===== src/hw/rtl/crts_pkg.sv =====
package crts_pkg;

   localparam logic [1:0] CMD_CLEAR    = 2'd0;
   localparam logic [1:0] CMD_TRAIN    = 2'd1;
   localparam logic [1:0] CMD_CLASSIFY = 2'd2;
   localparam logic [1:0] CMD_UNUSED   = 2'd3;

   localparam int RATIO_W  = 16;
   localparam int MARGIN_W = 9;
   localparam logic [RATIO_W-1:0] RATIO_MAX = 16'hFFFF;

   // Work item handed from the front part to the back part.
   typedef struct packed {
      logic                clear;
      logic                train;
      logic                classify;
      logic [7:0]          gray;
      logic [RATIO_W-1:0]  b2g;
      logic [RATIO_W-1:0]  g2r;
   } work_type;

endpackage


===== src/hw/rtl/crts_queue.sv =====
// Two-entry queue between front and back.
module crts_queue (
   input  logic               clock,
   input  logic               reset,
   input  logic               in_valid,
   output logic               in_ready,
   input  crts_pkg::work_type in_data,
   output logic               out_valid,
   input  logic               out_ready,
   output crts_pkg::work_type out_data
);
   import crts_pkg::*;

   work_type   slot_ff [2];
   logic       wp_ff, rp_ff;
   logic [1:0] cnt_ff;
   logic       push, pop;

   assign in_ready  = (cnt_ff != 2'd2);
   assign out_valid = (cnt_ff != 2'd0);
   assign out_data  = slot_ff[rp_ff];
   assign push = in_valid && in_ready;
   assign pop  = out_valid && out_ready;

   always_ff @(posedge clock) begin
      if (reset) begin
         wp_ff  <= 1'b0;
         rp_ff  <= 1'b0;
         cnt_ff <= 2'd0;
      end else begin
         if (push) wp_ff <= ~wp_ff;
         if (pop)  rp_ff <= ~rp_ff;
         cnt_ff <= cnt_ff + {1'b0, push} - {1'b0, pop};
      end
      if (push) slot_ff[wp_ff] <= in_data;
   end
endmodule


===== config.mk =====
export PLATFORM = sky130hd
export DESIGN_NAME = crts_queue
export DESIGN_NICKNAME = d
export VERILOG_FILES = /design/src/hw/rtl/crts_pkg.sv /design/src/hw/rtl/crts_queue.sv
export SDC_FILE = /design/constraint.sdc
export NUM_CORES = 1
export LEC_CHECK = 0
export ABC_AREA = 1
export BUFFER_PORTS_ARGS = -buffer_cell sky130_fd_sc_hd__buf_4
export CAP_MARGIN = 30
export CORE_MARGIN = 2
export CORE_UTILIZATION = 56
export DETAILED_ROUTE_END_ITERATION = 8
export MAX_ROUTING_LAYER = met4
export PLACE_DENSITY = 0.93
export SLEW_MARGIN = 20
export SYNTH_ARGS = -nofsm -noshare
export SYNTH_HDL_FRONTEND = slang
export SYNTH_SLANG_ARGS = --single-unit
export TNS_END_PERCENT = 1

===== constraint.sdc =====
create_clock -name clock -period 4.16 [get_ports clock]
set_input_delay 0.208 -clock clock [delete_from_list [all_inputs] [get_ports clock]]
set_output_delay 0.208 -clock clock [all_outputs]
set_load 0.02 [all_outputs]

# Word-level counts from Yosys, hierarchy flattened
# Memories as Yosys holds them, arrays and structs flattened. A register that Yosys moved wholly into a read port is not among the register bits.
# Index checks and enable logic that the tools add are counted.
# classes
addsub	2
n_eq_ne	1
mux	4
bitwise_logic	2
reduce_logical	3
# ops
op	count
$mux W1	4
$add A2 B1 Y2	1
$logic_and A1 B1 Y1	2
$ne A2 B2 Y1 const B	1
$not A1 Y1	2
$reduce_bool A2 Y1	1
$sub A2 B1 Y2	1
# totals
ff_bits	4
mem_bits_rw	86
in_bits	47
out_inout_bits	45
wordCells	16
n_memories	1
# memory_table
name	words	width	read_ports	rd_ports_with_merged_regs	wr	line_no	source
slot_ff	2	43	1	1	1	crts_queue.sv:14	work_type slot_ff [2];

# Longest topological paths before layout
# depth
word_depth	4
ltp_mapped	11
ltp_nobuf	11

# Worst setup path after synthesis
# OpenSTA, ideal clock, no wires.
# synth_timing
kind	flip-flop to flip-flop
start	reg cnt_ff[0]
end	mem slot_ff[0][0] in the netlist's numbering, enable pin
setup_ns	0.443
t_arrival_ns	2.517
slack_ns	1.199
path_stages_with_launch	5
n_path_buf	0
path_cell_list	dfxtp_1 > inv_1 > nand2_1 > nand2_1 > nor2_1
# synth_via
elab_chain_cells	4
# synth_rtl
item	line_no	source
from (decl)	crts_queue.sv:16	logic [1:0] cnt_ff;
from (signal assigned)	crts_queue.sv:33	cnt_ff <= cnt_ff + {1'b0, push} - {1'b0, pop};
$ne A2 B2 Y1	crts_queue.sv:19	assign in_ready = (cnt_ff != 2'd2);
net in_ready	crts_queue.sv:6	output logic in_ready,
$logic_and A1 B1 Y1	crts_queue.sv:22	assign push = in_valid && in_ready;
$mux W1	crts_queue.sv:35	if (push) slot_ff[wp_ff] <= in_data;
$mux W1 (not written as such)	crts_queue.sv:35	
to (decl)	crts_queue.sv:14	
# The timed path passes the listed nets, and every way through them passes these cells.

==> flow_summary.toml <==
[clock_network]
cts_resized = 0
ctsHoldBuffers = 0
clockRootBuffer = "clkbuf_8"
clk_pin_slew_ps = 90
cts_tree = "built"
htreeDepth = 3
cts.sinks = 91
clock_path_buffers = 2
insertion_delay_ps = 360
postCtsSetupBuffers = 0
cts_buffers = 9

[timing]
skew_ps = 12.0
hold_viol = 0
worst_slew_pin_slew_ps = 695
fin_crit_ps = 2410
finalCritPeriodShare_pct = 57.9
drv_slew = 0
rsz0062_at_grt = "no"
tns_ps = 0
setup_viol = 0
hold_slack_ps = 13.1
fin_ws_ps = 1750
clock.fmax_ghz = 0.415
maxSlewHeadroom_pct = 53.7

[run_status]
status = "finished, final reports clean"

[layout]
fin_nets = 320
fill_cells = 415
diodes = 0
final_layout_size_suffix_gt1_share_pct = 55.4
finish.instance_area_sq_mm = 0.00450
instances_no_fill = 353
post-route-util_pct = 72.1
synthToLayoutAreaGrowth_pct = 26.7

[drt]
wl_microns = 5540
via_count = 1752
drc = 0
ant_nets = 0
dr.pass1.iters = 4
vias_per_cell = 4.96
wl_per_cell_microns = 15.7
dr.first_iter.drc_count = 102

[synth]
syn_area_sq_mm = 0.00355
yosysUniqueCellTypes = 12
ys_top_cells_by_count = "edfxtp_1, mux2_4, nor2_1"
ys_seq_elements = 91
synth_ff_type = "edfxtp_1"
synthCells = 171
avgSynthCellArea_sq_um = 20.8
synth_top_area_cell = "edfxtp_1"
ys_seq_area_share_pct = 75.5
synth_top_area_share_pct = 72.7
yosys_warnings = 0
synth_fp_nets = 220
synth_most_common_cell = "edfxtp_1"
synthTopCellsByArea = "edfxtp_1, mux2_4, dfxtp_1"
synth_edf_count = 86
postSynth.asyncResetShare_pct = 0

[floorplan]
core_sq_mm = 0.00624
boundaryPins = 92
dieArea_sq_mm = 0.00700
die_h_microns = 83.6
num_rows = 29
start_util_pct = 56.9
die_w_microns = 83.6

[worst_setup_path]
worst-setup-path-type = "reg2out"
cp_max_fo = 22
cp.required_ps = 3950
crit_arrival_ps = 2200
crit_path_end_kind = "output pin"
critPathLaunchType = "flip-flop"

[grt]
grt_pass1_wl_microns = 8670
grt_overflow = 0
grt_use_total_pct = 17.2
antenna_found_initial = 0
grt_pass1_vias = 1857
grt_max_degree = 44

[power]
p_clk_share_pct = 23.0
p_leak_nw = 1.80
power.total_mw = 2.69
power.density_mw_per_mm2 = 598
peakVddDrop_mv = 0.396
p_int_mw = 1.92
comb_power_share_pct = 31.3
power.share.switching_pct = 28.7
p_switching_uw = 773
sequentialPowerShare_pct = 45.7

[min_path]
hold_class = "in2reg"

[placement]
placement.cell_area_sq_mm = 0.00426
numPlacedInstances = 336
gp_congestion = 0.722
dp_hpwl_microns = 3760
io_buffers = 91
dpl_worst_slack_ps = 2120

[job]
timing.max_cap.violations = 0
-- logic make-up (layout without fill, tap and decap cells) --
family	Yosys count	in the layout	synth area share, %
flip-flops	91	91	75.5
multiplexers	43	43	17.9
adder cells (fa/ha/maj)	2	2	0.704
AO/OA/AOI/OAI	2	2	0.282
buffers and inverters	13	118	3.42
AND/OR/NAND/NOR	20	20	2.22
-- path summary, 6_finish.rpt --
check             from             to  slack, ps  cells after the start
max          flip-flop   out_data[42]       1750                      3
min reg2reg      rp_ff          rp_ff        520                      2
min              reset      cnt_ff[0]         10                      2
max reg2reg  cnt_ff[0]  slot_ff[0][4]       2240                      5
-- area by class of cell --
class	count	area (sq um)	area share (%)
clock buffer	10	128	2.84
clock inverter	6	80.1	1.78
inverter	8	30.0	0.667
multi-input combinational	67	756	16.8
sequential	91	2680	59.6
tap	77	96.3	2.14
timing repair buffer	94	726	16.1
-- metal layers --
| metal | GRT usage, % | up-vias | wire (microns) |
|---|---|---|---|
| li1 | - | 842 | - |
| met1 | 18.2 | 832 | 2080 |
| met2 | 29.3 | 62 | 3000 |
| met3 | 4.35 | 16 | 306 |
| met4 | 9.68 | 0 | 159 |
| met5 | - | - | 0 |
-- power groups by stage --
stage | clock, mW | combinational (mW) | sequential [mW]
finish | 0.618 | 0.842 | 1.23
global route | 0.661 | 0.900 | 1.25
CTS | 0.628 | 0.842 | 1.23
detailed placement | 0 | 0.841 | 1.26
global placement | 0 | 0.823 | 1.24
floorplan | 0 | 0.620 | 1.21
-- flip-flops by register name, summed over array words and instances (netlist names), named ones only --
name,count
cnt_ff,2
rp_ff,1
slot_ff,86
wp_ff,1
-- placed cells by master, fill, tap and decap left out --
master | synthesis | routed
clkbuf_8 | 0 | 9
nor2_1 | 9 | 8
inv_1 | 8 | 7
inv_2 | 0 | 1
a21oi_1 | 2 | 2
nand2_1 | 8 | 8
dfxtp_1 | 5 | 4
clkinv_2 | 0 | 1
mux2_2 | 3 | 3
clkinvlp_4 | 0 | 1
clkinv_1 | 0 | 2
clkbuf_1 | 0 | 1
ha_1 | 2 | 2
bufinv_16 | 0 | 2
dfxtp_2 | 0 | 1
nand3_1 | 3 | 3
buf_16 | 0 | 1
edfxtp_1 | 86 | 86
nor2_4 | 0 | 1
buf_4 | 0 | 93
mux2_4 | 40 | 40
-- critical path, cell delays in order, from the launching register on --
cell and delay [ps]:
dfxtp_2 790, buf_4 490, mux2_2 380, buf_4 150
(Power assumes the default switching activity.)
