`src/hw/rtl/crts_pkg.sv`:
```
package crts_pkg;

   localparam logic [1:0] CMD_CLEAR    = 2'd0;
   localparam logic [1:0] CMD_TRAIN    = 2'd1;
   localparam logic [1:0] CMD_CLASSIFY = 2'd2;
   localparam logic [1:0] CMD_UNUSED   = 2'd3;

   localparam int RATIO_W  = 16;
   localparam int MARGIN_W = 9;
   localparam logic [RATIO_W-1:0] RATIO_MAX = 16'hFFFF;

   // Work item handed from the front part to the back part.
   typedef struct packed {
      logic                clear;
      logic                train;
      logic                classify;
      logic [7:0]          gray;
      logic [RATIO_W-1:0]  b2g;
      logic [RATIO_W-1:0]  g2r;
   } work_type;

endpackage

```
`src/hw/rtl/crts_divider.sv`:
```
// Restoring divider, one quotient bit per cycle; numerator is an 8-bit value
// shifted left by FRAC bits, quotient saturated to 16 bits.
module crts_divider #(
   parameter int FRAC = 8
) (
   input  logic        clock,
   input  logic        reset,
   input  logic        start,
   input  logic [7:0]  num,
   input  logic [7:0]  den,
   output logic        done,
   output logic [15:0] quot
);
   import crts_pkg::*;

   localparam int NW = 8 + FRAC;
   localparam int CW = $clog2(NW + 1);

   logic [NW-1:0] num_ff, num_in;
   logic [NW-1:0] q_ff, q_in;
   logic [8:0]    rem_ff, rem_in;
   logic [7:0]    den_ff, den_in;
   logic [CW-1:0] cnt_ff, cnt_in;
   logic          busy_ff, busy_in;
   logic          done_ff, done_in;
   logic [9:0]    trial;

   always_comb begin
      num_in  = num_ff;
      q_in    = q_ff;
      rem_in  = rem_ff;
      den_in  = den_ff;
      cnt_in  = cnt_ff;
      busy_in = busy_ff;
      done_in = 1'b0;
      trial   = '0;
      if (start) begin
         num_in  = {num, {FRAC{1'b0}}};
         den_in  = den;
         rem_in  = '0;
         q_in    = '0;
         cnt_in  = CW'(NW);
         busy_in = 1'b1;
      end else if (busy_ff) begin
         trial  = {rem_ff, num_ff[NW-1]} - {2'b0, den_ff};
         num_in = num_ff << 1;
         if (!trial[9]) begin
            rem_in = trial[8:0];
            q_in   = {q_ff[NW-2:0], 1'b1};
         end else begin
            rem_in = {rem_ff[7:0], num_ff[NW-1]};
            q_in   = {q_ff[NW-2:0], 1'b0};
         end
         cnt_in = cnt_ff - 1'b1;
         if (cnt_ff == CW'(1)) begin
            busy_in = 1'b0;
            done_in = 1'b1;
         end
      end
   end

   always_ff @(posedge clock) begin
      if (reset) begin
         busy_ff <= 1'b0;
         done_ff <= 1'b0;
         cnt_ff  <= '0;
      end else begin
         busy_ff <= busy_in;
         done_ff <= done_in;
         cnt_ff  <= cnt_in;
      end
      num_ff <= num_in;
      q_ff   <= q_in;
      rem_ff <= rem_in;
      den_ff <= den_in;
   end

   assign done = done_ff;
   always_comb begin
      if (den_ff == 8'd0) begin
         quot = RATIO_MAX;
      end else if (NW > 16 && (q_ff >> 16) != '0) begin
         quot = RATIO_MAX;
      end else begin
         quot = 16'(q_ff);
      end
   end
endmodule

```
`src/hw/rtl/crts_front.sv`:
```
// Front: pixel -> gray level, ratios, work item; clear skips math; unused dropped.
module crts_front #(
   parameter int RATIO_FRAC_BITS = 8
) (
   input  logic               clock,
   input  logic               reset,
   input  logic               req_valid,
   output logic               req_ready,
   input  logic [1:0]         req_cmd,
   input  logic [7:0]         req_blue,
   input  logic [7:0]         req_green,
   input  logic [7:0]         req_red,
   output logic               wk_valid,
   input  logic               wk_ready,
   output crts_pkg::work_type wk_data
);
   import crts_pkg::*;

   localparam logic [1:0] ST_IDLE = 2'd0;
   localparam logic [1:0] ST_MUL  = 2'd1;
   localparam logic [1:0] ST_DIV  = 2'd2;
   localparam logic [1:0] ST_OUT  = 2'd3;

   logic [1:0]  st_ff, st_in;
   logic [1:0]  cmd_ff;
   logic [7:0]  b_ff, g_ff, r_ff;
   logic [24:0] sum_ff;
   logic [7:0]  gray_ff;
   logic [15:0] b2g_ff, g2r_ff;
   logic        d1_got_ff, d2_got_ff;
   logic        start;
   logic        d1_done, d2_done;
   logic [15:0] d1_q, d2_q;
   logic        accept;

   assign req_ready = (st_ff == ST_IDLE);
   assign accept    = req_valid && req_ready;
   assign start = (st_ff == ST_MUL);

   crts_divider #(.FRAC(RATIO_FRAC_BITS)) u_div_bg (
      .clock(clock), .reset(reset), .start(start), .num(b_ff), .den(g_ff),
      .done(d1_done), .quot(d1_q));
   crts_divider #(.FRAC(RATIO_FRAC_BITS)) u_div_gr (
      .clock(clock), .reset(reset), .start(start), .num(g_ff), .den(r_ff),
      .done(d2_done), .quot(d2_q));

   always_comb begin
      st_in = st_ff;
      case (st_ff)
         ST_IDLE: begin
            // clear goes straight to the queue so it stays in order with pixels
            if (accept && req_cmd == CMD_CLEAR) begin
               st_in = ST_OUT;
            end else if (accept && (req_cmd == CMD_TRAIN || req_cmd == CMD_CLASSIFY)) begin
               st_in = ST_MUL;
            end
         end
         ST_MUL: st_in = ST_DIV;
         ST_DIV: begin
            if ((d1_got_ff || d1_done) && (d2_got_ff || d2_done)) begin
               st_in = ST_OUT;
            end
         end
         ST_OUT: begin
            if (wk_ready) begin
               st_in = ST_IDLE;
            end
         end
         default: st_in = ST_IDLE;
      endcase
   end

   always_ff @(posedge clock) begin
      if (reset) begin
         st_ff     <= ST_IDLE;
         d1_got_ff <= 1'b0;
         d2_got_ff <= 1'b0;
      end else begin
         st_ff <= st_in;
         if (start) begin
            d1_got_ff <= 1'b0;
            d2_got_ff <= 1'b0;
         end else begin
            if (d1_done) d1_got_ff <= 1'b1;
            if (d2_done) d2_got_ff <= 1'b1;
         end
      end
      if (accept) begin
         cmd_ff <= req_cmd;
         b_ff   <= req_blue;
         g_ff   <= req_green;
         r_ff   <= req_red;
      end
      if (start) begin
         sum_ff <= 25'(25'd1868 * b_ff) + 25'(25'd9617 * g_ff)
                 + 25'(25'd4899 * r_ff) + 25'd8192;
      end
      gray_ff <= sum_ff[21:14];
      if (d1_done) b2g_ff <= d1_q;
      if (d2_done) g2r_ff <= d2_q;
   end

   assign wk_valid = (st_ff == ST_OUT);
   always_comb begin
      wk_data.clear    = (cmd_ff == CMD_CLEAR);
      wk_data.train    = (cmd_ff == CMD_TRAIN);
      wk_data.classify = (cmd_ff == CMD_CLASSIFY);
      wk_data.gray     = gray_ff;
      wk_data.b2g      = b2g_ff;
      wk_data.g2r      = g2r_ff;
   end
endmodule

```
`config.mk`:
```
export PLATFORM = sky130hd
export DESIGN_NAME = crts_front
export DESIGN_NICKNAME = d
export VERILOG_FILES = /design/src/hw/rtl/crts_pkg.sv /design/src/hw/rtl/crts_divider.sv /design/src/hw/rtl/crts_front.sv
export SDC_FILE = /design/constraint.sdc
export NUM_CORES = 1
export LEC_CHECK = 0
export BUFFER_PORTS_ARGS = -buffer_cell sky130_fd_sc_hd__buf_4
export CAP_MARGIN = 30
export CORE_MARGIN = 4
export CORE_UTILIZATION = 45
export CTS_BUF_LIST = sky130_fd_sc_hd__clkbuf_8
export DETAILED_ROUTE_END_ITERATION = 16
export PLACE_DENSITY = 0.69
export SLEW_MARGIN = 10
export SYNTH_ARGS = -nofsm -noshare
export SYNTH_HDL_FRONTEND = slang
export SYNTH_SLANG_ARGS = --single-unit
```
`constraint.sdc`:
```
create_clock -name clock -period 9.78 [get_ports clock]
set_clock_uncertainty 0.05 [all_clocks]
set_input_delay 0.978 -clock clock [delete_from_list [all_inputs] [get_ports clock]]
set_output_delay 0.978 -clock clock [all_outputs]
set_load 0.01 [all_outputs]
```
# == Word level (Yosys, flattened, before mapping) ==
# Index checks and enable logic that the tools add are counted.
# classes
addsub,7
mul,3
n_eq_ne,12
n_mux,25
bitwise_logic,2
n_reduce_logical,18
# ops
op,n
$mux W16,4
$add A19 B22 Y22,1
$add A22 B14 Y22 const B,1
$add A22 B21 Y22,1
$mul A14 B8 Y22 const A,1
$mul A13 B8 Y21 const A,1
$mux W5,4
$sub A10 B8 Y10,2
$mux W9,2
$mul A9 B8 Y17 const A,1
$logic_not A8 Y1,2
$eq A5 B1 Y1 const B,2
$mux W1,10
$sub A5 B1 Y5 const B,2
$eq A2 B2 Y1 const B,4
$mux W2,4
$pmux W2 S4,1
$eq A2 B1 Y1 const B,3
$logic_not A2 Y1,3
$reduce_or A3 Y1,2
$logic_and A1 B1 Y1,4
$reduce_bool A2 Y1,2
$logic_or A1 B1 Y1,3
$ne A3 B1 Y1 const B,1
other kinds (5),6
# totals
register_bits,188
in_bits,30
out_inout_bits,45
word_cells,94

# == Longest topological paths before layout ==
# Gate-level depths: netlist of the first run.
# logic_depth
depth_word,6
mapped_depth,28
ltp_nobuf,28

# == By module ==
# A second synthesis of the first run with hierarchy kept.
# unflattened
hier_cells,1180
hier_area_um2,12622.1
# modules_own_cells
mod,n_inst,cells_per_inst,area_per_inst_um2,seq_area_each_um2
crts_front,1,688,7652.3,2222.1
crts_divider,2,246,2484.9,1121.1

# == Least setup slack after synthesis of the first run ==
# Ideal clock, no wire load.
# synth_path
path_kind,register to register
start,register b_ff[5]
end,register sum_ff[19] (data pin)
setup_ns,0.258
arrival_time_ns,6.679
required_time_ns,9.472
setup_slack_ns,2.793
stages_incl_launch_ff,28
n_path_buf,0
period_less_slack_ns,6.987
cell_sequence,edfxtp_1 ha_1 ha_1 inv_1 fa_1 fa_1 inv_1 ha_1 and3b_1 o21ai_0 nand2_1 a21bo_2 a211oi_1 nor3_1 ha_1 ha_1 fa_1 inv_1 fa_1 fa_1 inv_1 ha_1 o21a_1 o21a_1 a41oi_1 a31oi_1 a21oi_1 xnor2_1
# synth_between
elab_chain_len,4
# synth_lines
item,line,text
start: declaration,crts_front.sv:26,"logic [7:0] b_ff, g_ff, r_ff;"
start signal: assignment,crts_front.sv:90,b_ff <= req_blue;
$mul A9 B8 Y17,crts_front.sv:95,sum_ff <= 25'(25'd1868 * b_ff) + 25'(25'd9617 * g_ff)
$add A19 B22 Y22,crts_front.sv:95,
$add A22 B21 Y22,crts_front.sv:96,+ 25'(25'd4899 * r_ff) + 25'd8192;
$add A22 B14 Y22,crts_front.sv:96,
end signal: assignment,crts_front.sv:95,
end: declaration,crts_front.sv:27,logic [24:0] sum_ff;
# No other way between the ends.
# A chain may end at the register's enable or synchronous reset.

# == Final worst setup path of the first run ==
# layout_path
start,register b_ff[5]
end,register sum_ff[20] (data pin)
# Same word-level chain as after synthesis.

==> out/metrics.yaml, run 1 <==
ys_warn_count: 0
cp-startpoint: "b_ff[5]"
cts_tree: "built"
synth.avg_cell_area_um2: 10.7
cts.sinks: 174
synth.most_common_cell: "inv_1"
routed_wl_um: 23600
synthTopCellsByCount: "inv_1 (224), ha_1 (168), edfxtp_1 (98), fa_1 (89), nor2_1 (86)"
synth_seq_cells: 174
crit_slowest_cell: "edfxtp_1"
place_ws_ps: 2210
period_minus_slack_ps: 7540
path_class: "flip-flop to flip-flop"
grt_overflow: 0
end_kind: "flip-flop"
drc_errors: 0
crit_arrival_ps: 7700
dr_total_vias: 8076
dr.pass1.iters: 6
clk_latency_ps: 460
viasPerCell: 5.10
fp.coreArea_um2: 27000
areaGrowthSynthToFinish_pct: 11.2
initial_core_util_pct: 45.8
synthesis.area_um2: 12300
final_layout_size_suffix_gt1_share_pct: 11.6
fmax_ghz: 0.133
io_buffers: 74
cts.hold.buffers_added: 0
synth_edf_count: 98
crit_family: "adder cells"
grt_pass1_wl_um: 39900
nets: 1518
grt_pass1_vias: 8143
num_rows: 60
syn_inst: 1154
ff2ff_path_depth: 27
grt_start_max_net_pins: 93
num_antenna_cells: 0
clockBufferDepth: 2
ios: 75
fin_setup_tns_ps: 0
synth_flop_cell: "edfxtp_1"
tightestPinTransition_ps: 862
synth.top_cells.by_area: "edfxtp_1 (24%), ha_1 (17%), fa_1 (14%)"
cp_max_fo: 7
worstSetupEndpoint: "sum_ff[20]"
drt_iter0_markers: 522
die_area_um2: 30100
cts_resized: 0
fin_crit_sh_pct: 77.1
ys_async_sr_fraction_pct: 0
r2r_start: "b_ff[5]"
antenna_found_initial: 0
hold_violations: 0
maxSlewViolCount: 0
postLayoutSetupSlackWorst_ps: 2240
ant_nets: 0
grtUsageTotal_pct: 16.0
wl_per_cell_um: 14.9
path_clk_slew_ps: 110
syn-num-nets: 1441
dp_hpwl_um: 18600
status: "finished, final reports clean"
cts-buffers-inserted: 17
startpoint_type: "flip-flop"
min_path_type: "flip-flop to flip-flop"
synth_top_area_cell: "edfxtp_1"
yosysUniqueCellTypes: 66
die_w_um: 174
cap_violations: 0
dp.cells: 1552
cp.depth: 27
relSlewSlack_pct: 42.5
cts_root_buf: "clkbuf_8"
r2r_end: "sum_ff[20]"
path_common_cell: "ha_1"
setup_viol: 0
r2r_slack_ps: 2240
critPathRequiredTime_ps: 9950
yosysTopAreaCellShare_pct: 23.8
path_buf_inv: 4
rsz0062_at_grt: "no"
slowest_delay_ps: 550
htreeDepth: 4
utilization_pct: 50.9
cts_setup_buffers: 0
finalNonFillerCells: 1585
die-height_um: 174
routabilityCongestion: 0.872
seq_area_frac_synth_pct: 36.2
## placed cells by master (no fill, tap or decap), drive strengths merged, types with 12 or more instances in the layout
cell type | Yosys | routed
buf | 8 | 79
a21oi | 31 | 31
o21ai | 26 | 26
edfxtp | 98 | 98
clkbuf | 13 | 17
ha | 168 | 168
xor2 | 13 | 13
nor2b | 12 | 12
fa | 89 | 89
nor2 | 86 | 86
nand2b | 38 | 38
mux2i | 32 | 32
nand3 | 15 | 15
mux2 | 14 | 14
dfxtp | 76 | 76
inv | 224 | 230
xnor2 | 21 | 21
nand2 | 38 | 38
## how the worst min path moves through the flow
| stage | startpoint | endpoint | slack, ps | cells past startpoint |
|---|---|---|---|---|
| detailed placement | sum_ff[20] | gray_ff[6] | 280 | 0 |
| floorplan | sum_ff[14] | gray_ff[0] | 270 | 0 |
| global placement | sum_ff[15] | gray_ff[1] | 280 | 0 |
| CTS | sum_ff[20] | gray_ff[6] | 300 | 0 |
| global route | sum_ff[16] | gray_ff[2] | 300 | 0 |
| finish | sum_ff[20] | gray_ff[6] | 310 | 0 |
## through the flow
step | hold WS, ps | instance area, um^2
finish | 307 | 13700
global route | 304 | 13700
CTS | 305 | 13700
detailed placement | 280 | 13300
global placement | 278 | 13300
floorplan | 273 | 12300
## state kept, by name (all words and copies together), names as in the netlist, 2 cells and up
register	flops
b2g_ff	16
g2r_ff	16
u_div_bg.q_ff	16
u_div_gr.q_ff	16
u_div_bg.rem_ff	9
u_div_gr.rem_ff	9
b_ff	8
g_ff	8
gray_ff	8
r_ff	8
sum_ff	8
u_div_bg.den_ff	8
u_div_bg.num_ff	8
u_div_gr.den_ff	8
u_div_gr.num_ff	8
u_div_bg.cnt_ff	5
u_div_gr.cnt_ff	5
cmd_ff	2
st_ff	2
## kinds of logic (layout without fill, tap and decap cells)
group	after synthesis	count (layout)	share of synthesized area (%)
xor+xnor	34	34	2.41
simple gates	254	254	10.4
flops	174	174	36.2
buf+inv	247	337	7.63
fa+ha+maj	257	257	31.5
compound gates	142	142	8.10
mux	46	46	3.87
## cell type report
class | count | area [um^2]
clock inverter | 15 | 189
inverter | 226 | 848
multi-input combinational | 733 | 6950
timing repair buffer | 79 | 613
tap | 341 | 427
sequential | 174 | 4460
fill | 2419 | 13200
clock buffer | 17 | 234
## per-layer routing
| metal | GRT usage (%) | part of all wire [%] | up-vias | wire length (um) |
|---|---|---|---|---|
| met5 | 0 | 0 | - | 0 |
| met4 | 3.79 | 1.0 | 0 | 235 |
| met1 | 21.4 | 46 | 3889 | 11000 |
| met2 | 27.4 | 49 | 132 | 11700 |
| met3 | 2.55 | 3.1 | 16 | 725 |
| li1 | - | - | 4039 | - |
Power of run 1 is not shown: default switching activity piles up to over one toggle a cycle in this logic, so the estimate is an artifact.
==> run 2, diff against run 1 <==
--- a/config.mk
+++ b/config.mk
@@ -5,6 +5,7 @@
 export SDC_FILE = /design/constraint.sdc
 export NUM_CORES = 1
 export LEC_CHECK = 0
+export ABC_AREA = 1
 export BUFFER_PORTS_ARGS = -buffer_cell sky130_fd_sc_hd__buf_4
 export CAP_MARGIN = 30
 export CORE_MARGIN = 4
==> constraint.sdc (replaced) <==
create_clock -name clock -period 7.6 [get_ports clock]
set_clock_uncertainty 0.05 [all_clocks]
set_input_delay 0.76 -clock clock [delete_from_list [all_inputs] [get_ports clock]]
set_output_delay 0.76 -clock clock [all_outputs]
set_load 0.01 [all_outputs]
==> run 2 against run 1 <==
Design area up 3.3%. Sequential cell count unchanged. Setup slack worse by 1700 ps. Cell count up 19%. Sequential share of layout area down 1.0 points. Register-to-register slack worse by 1700 ps. Critical endpoint is now sum_ff[19].
==> out/metrics.yaml, run 2 <==
fin_setup_tns_ps: 0  # unchanged
path_clk_slew_ps: 110  # about the same
critPathRequiredTime_ps: 7780  # -2170 ps
ios: 75  # unchanged
maxSlewViolCount: 0  # unchanged
cts_root_buf: "clkbuf_8"
seq_area_frac_synth_pct: 35.0  # -1.1 points
die-height_um: 176  # +1.5%
status: "finished, final reports clean"
synthesis.area_um2: 12700  # +3.2%
cts.sinks: 174  # unchanged
path_common_cell: "nand2_1"
dp_hpwl_um: 21400  # +15%
syn-num-nets: 1692  # +17%
crit_family: "adder cells"
routed_wl_um: 26600  # +13%
cap_violations: 0  # unchanged
slowest_delay_ps: 570  # +20 ps
areaGrowthSynthToFinish_pct: 11.3  # about the same
dr_total_vias: 9129  # +13%
grt_pass1_wl_um: 43900  # +10%
hold_violations: 0  # unchanged
fp.coreArea_um2: 27900  # +3.4%
synth_top_area_cell: "edfxtp_1"
clk_latency_ps: 470  # about the same
crit_arrival_ps: 7290  # -410 ps
syn_inst: 1405  # +22%
grt_start_max_net_pins: 41  # -56%
grt_overflow: 0  # unchanged
crit_slowest_cell: "fa_1"
synth.avg_cell_area_um2: 9.07  # -15%
fmax_ghz: 0.141  # +6.1%
tightestPinTransition_ps: 805  # -57.3 ps
die_area_um2: 31100  # +3.1%
die_w_um: 176  # +1.5%
drc_errors: 0  # unchanged
layout_commonest_cell: "inv_1"
hold_ws_ps: 300  # -6.56 ps
period_minus_slack_ps: 7110  # -432 ps
grtUsageTotal_pct: 17.5  # +1.5 points
synth.most_common_cell: "inv_1"
cts_tree: "built"
ys_async_sr_fraction_pct: 0  # unchanged
grt_pass1_vias: 9090  # +12%
synth.top_cells.by_area: "edfxtp_1 (23%), ha_1 (16%), fa_1 (14%)"
routabilityCongestion: 0.955  # +9.5%
clockBufferDepth: 2  # unchanged
yosysTopAreaCellShare_pct: 23.1  # -0.74 points
end_kind: "flip-flop"
fin_crit_sh_pct: 93.5  # +16 points
synth_flop_cell: "edfxtp_1"
ys_warn_count: 0  # unchanged
io_buffers: 74  # unchanged
dr.pass1.iters: 5  # -1
drt_iter0_markers: 640  # +23%
yosysUniqueCellTypes: 42  # -36%
synth_edf_count: 98  # unchanged
path_class: "flip-flop to flip-flop"
setup_viol: 0  # unchanged
antenna_found_initial: 0  # unchanged
relSlewSlack_pct: 46.3  # +3.8 points
synthTopCellsByCount: "inv_1 (340), nand2_1 (286), ha_1 (168), edfxtp_1 (98), fa_1 (89)"
htreeDepth: 4  # unchanged
min_path_type: "flip-flop to flip-flop"
viasPerCell: 4.85  # -4.8%
initial_core_util_pct: 45.7  # -0.072 points
num_rows: 61  # +1.7%
synth_seq_cells: 174  # unchanged
startpoint_type: "flip-flop"
num_antenna_cells: 0  # unchanged
wl_per_cell_um: 14.1  # -5.1%
nets: 1778  # +17%
path_buf_inv: 6  # +2
r2r_slack_ps: 490  # -1750 ps
rsz0062_at_grt: "no"
final_layout_size_suffix_gt1_share_pct: 9.97  # -1.6 points
ant_nets: 0  # unchanged
cts-buffers-inserted: 17  # unchanged
cp_max_fo: 6  # -1
layout_common_cells: "inv_1 (340), nand2_1 (286), ha_1 (167)"
## run 2: cell count changes in the layout (fill, tap and decap cells not counted), sizes merged, moves of 7 or more
cell,delta
a21boi,-7
nand2b,-38
nor2,-22
inv,+124
mux2,-14
o22ai,+27
xnor2,-12
a21oi,+14
nand2,+260
mux2i,-32
a211oi,-10
nand3,+50
nor2b,-12
## run 2: per-layer routing
layer	part of all wire (%)	GRT usage (%)	wire [um]
met5	0	0	0
met4	1.9	4.81	496
met3	3.2	2.38	855
met2	49	30.0	13000
met1	46	23.4	12200
## run 2: timing repair
action	4_1_cts	5_1_grt
hold buffers	0	0
buffers inserted	0	3
gates resized for setup	0	0
setup endpoints to repair	0	1
## run 2: per-stage QoR
step / utilization [%] / cells / worst slack, ps / cell area [um^2]
6_report: 50.9 / 1882 / 495 / 14200
5_1_grt: 50.9 / 1882 / 82.7 / 14200
4_1_cts: 50.7 / 1878 / 480 / 14100
3_5_place_dp: 49.3 / 1846 / 496 / 13700
3_3_place_gp: 49.3 / 1846 / 642 / 13700
2_1_floorplan: - / 1405 / 944 / 12700
## run 2: cell type report
cell class	instances	area (um^2)
Clock buffer	17	234
Clock inverter	15	171
Fill cell	2571	13700
Inverter	345	1290
Multi-Input combinational cell	874	6930
Sequential cell	174	4460
Tap cell	378	473
Timing Repair Buffer	79	606
## run 2: cell families (layout without fill, tap and decap cells)
group           count (synthesis)  after routing  share of synthesized area, %
simple gates                  468            468                          16.4
buf+inv                       357            456                          10.6
fa+ha+maj                     257            257                          30.5
flops                         174            174                          35.0
compound gates                125            125                          5.84
xor+xnor                       24             24                          1.65
## run 2: path summary, 6_finish.rpt
path	start	end	depth (start not counted)
max	b_ff[6]	sum_ff[19]	31
min	sum_ff[15]	gray_ff[1]	0
max reg2reg	b_ff[6]	sum_ff[19]	31
min reg2reg	sum_ff[15]	gray_ff[1]	0
Power of run 2 is left out for the same reason.
==> run 3, diff against run 2 <==
--- a/config.mk
+++ b/config.mk
@@ -9,10 +9,11 @@
 export BUFFER_PORTS_ARGS = -buffer_cell sky130_fd_sc_hd__buf_4
 export CAP_MARGIN = 30
 export CORE_MARGIN = 4
-export CORE_UTILIZATION = 45
+export CORE_UTILIZATION = 60
 export CTS_BUF_LIST = sky130_fd_sc_hd__clkbuf_8
+export CTS_CLUSTER_DIAMETER = 40
 export DETAILED_ROUTE_END_ITERATION = 16
-export PLACE_DENSITY = 0.69
+export PLACE_DENSITY = 0.86
 export SLEW_MARGIN = 10
 export SYNTH_ARGS = -nofsm -noshare
 export SYNTH_HDL_FRONTEND = slang
==> run 3 against run 2 <==
Cell count fell by 5.7%. Register-to-register slack got worse by 70 ps. Die area fell by 24%. Routed wire length rose by 3.1%. Maximum frequency fell by 0.99%. Via count rose by 3.5%. Design area fell by 1.2%. Critical path type unchanged. Highest routed layer unchanged.
==> out/metrics.yaml, run 3 (synthesis gave the netlist of run 2 again) <==
crit_family: "adder cells"
end_kind: "flip-flop"
io_buffers: 74  # unchanged
final_layout_size_suffix_gt1_share_pct: 9.73  # -0.24 points
drc_errors: 0  # unchanged
relSlewSlack_pct: 35.6  # -11 points
ios: 75  # unchanged
cts.hold.buffers_added: 0  # unchanged
num_rows: 53  # -13%
wl_per_cell_um: 15.4  # +9.3%
cts_setup_buffers: 0  # unchanged
path_clk_slew_ps: 130  # +20 ps
cts_resized: 0  # unchanged
grt_start_max_net_pins: 41  # unchanged
drt_iter0_markers: 668  # +4.4%
crit_slowest_cell: "fa_1"
path_class: "flip-flop to flip-flop"
setup_viol: 0  # unchanged
htreeDepth: 4  # unchanged
status: "finished, final reports clean"
ant_nets: 0  # unchanged
worstHoldStart: "sum_ff[19]"
path_buf_inv: 6  # unchanged
cp.depth: 30  # -3.2%
areaGrowthSynthToFinish_pct: 9.92
routed_wl_um: 27400  # +3.1%
critPathRequiredTime_ps: 7790  # about the same
die-height_um: 154  # -13%
fin_crit_sh_pct: 94.4  # +0.94 points
antenna_found_initial: 0  # unchanged
cts.sinks: 174  # unchanged
fmax_ghz: 0.139  # -0.99%
grt_pass1_wl_um: 45500  # +3.8%
ff2ff_path_depth: 30  # -3.2%
crit_arrival_ps: 7370  # +80 ps
min_to: "gray_ff[5]"
tightestPinTransition_ps: 965  # +161 ps
period_minus_slack_ps: 7180  # +71.1 ps
cp_max_fo: 5  # -1
r2r_slack_ps: 420  # -70 ps
maxSlewViolCount: 0  # unchanged
hold_ws_ps: 272  # -27.6 ps
startpoint_type: "flip-flop"
cap_violations: 0  # unchanged
rsz0062_at_grt: "no"
clk_latency_ps: 500  # +30 ps
layout_commonest_cell: "inv_1"
num_antenna_cells: 0  # unchanged
fin_setup_tns_ps: 0  # unchanged
initial_core_util_pct: 60.8  # +15 points
dr.pass1.iters: 7  # +2
path_common_cell: "nand2_1"
viasPerCell: 5.32  # +9.8%
fp.coreArea_um2: 21000  # -25%
min_path_type: "flip-flop to flip-flop"
clockBufferDepth: 2  # unchanged
r2r_start: "b_ff[2]"
min_path_cells: 0  # unchanged
r2r_end: "sum_ff[18]"
cts_root_buf: "clkbuf_8"
dp_hpwl_um: 21500  # +0.85%
die_area_um2: 23600  # -24%
grt_overflow: 0  # unchanged
slowest_delay_ps: 550  # -20 ps
hold_violations: 0  # unchanged
routabilityCongestion: 0.969  # +1.5%
cts-buffers-inserted: 17  # unchanged
grt_pass1_vias: 9416  # +3.6%
die_w_um: 154  # -13%
cts_tree: "built"
grtUsageTotal_pct: 23.8  # +6.3 points
layout_common_cells: "inv_1 (340), nand2_1 (286), ha_1 (167)"
nets: 1774  # -0.22%
dr_total_vias: 9451  # +3.5%
-- run 3: worst max-delay path by stage --
stage,start,endpoint
after floorplan,b_ff[2],sum_ff[18]
after global placement,b_ff[2],sum_ff[18]
after detailed placement,b_ff[2],sum_ff[18]
after CTS,b_ff[2],sum_ff[18]
after global routing,b_ff[6],sum_ff[19]
final,b_ff[2],sum_ff[18]
-- run 3: metrics by stage --
stage               setup slack [ps]  util (%)  instances  instance area [um^2]
finish                           423      66.8       1775                 14000
CTS                              438      66.8       1775                 14000
detailed placement               455      64.9       1743                 13600
global placement                 679      64.9       1743                 13600
global route                    53.1      66.8       1775                 14000
floorplan                        944         -       1405                 12700
-- run 3: cell type report --
| cell class | count | area [um^2] |
|---|---|---|
| inverter | 345 | 1290 |
| clock inverter | 15 | 171 |
| sequential | 174 | 4460 |
| fill | 1602 | 6950 |
| timing repair buffer | 75 | 563 |
| multi-input combinational | 874 | 6930 |
| tap | 275 | 344 |
| clock buffer | 17 | 234 |
-- run 3: per-layer routing --
layer	GRT usage (%)	share of wire, %
met1	30.9	42
met2	40.7	50
met3	4.36	5.8
met4	7.86	2.5
met5	0	0
Power of run 3 is left out for the same reason.
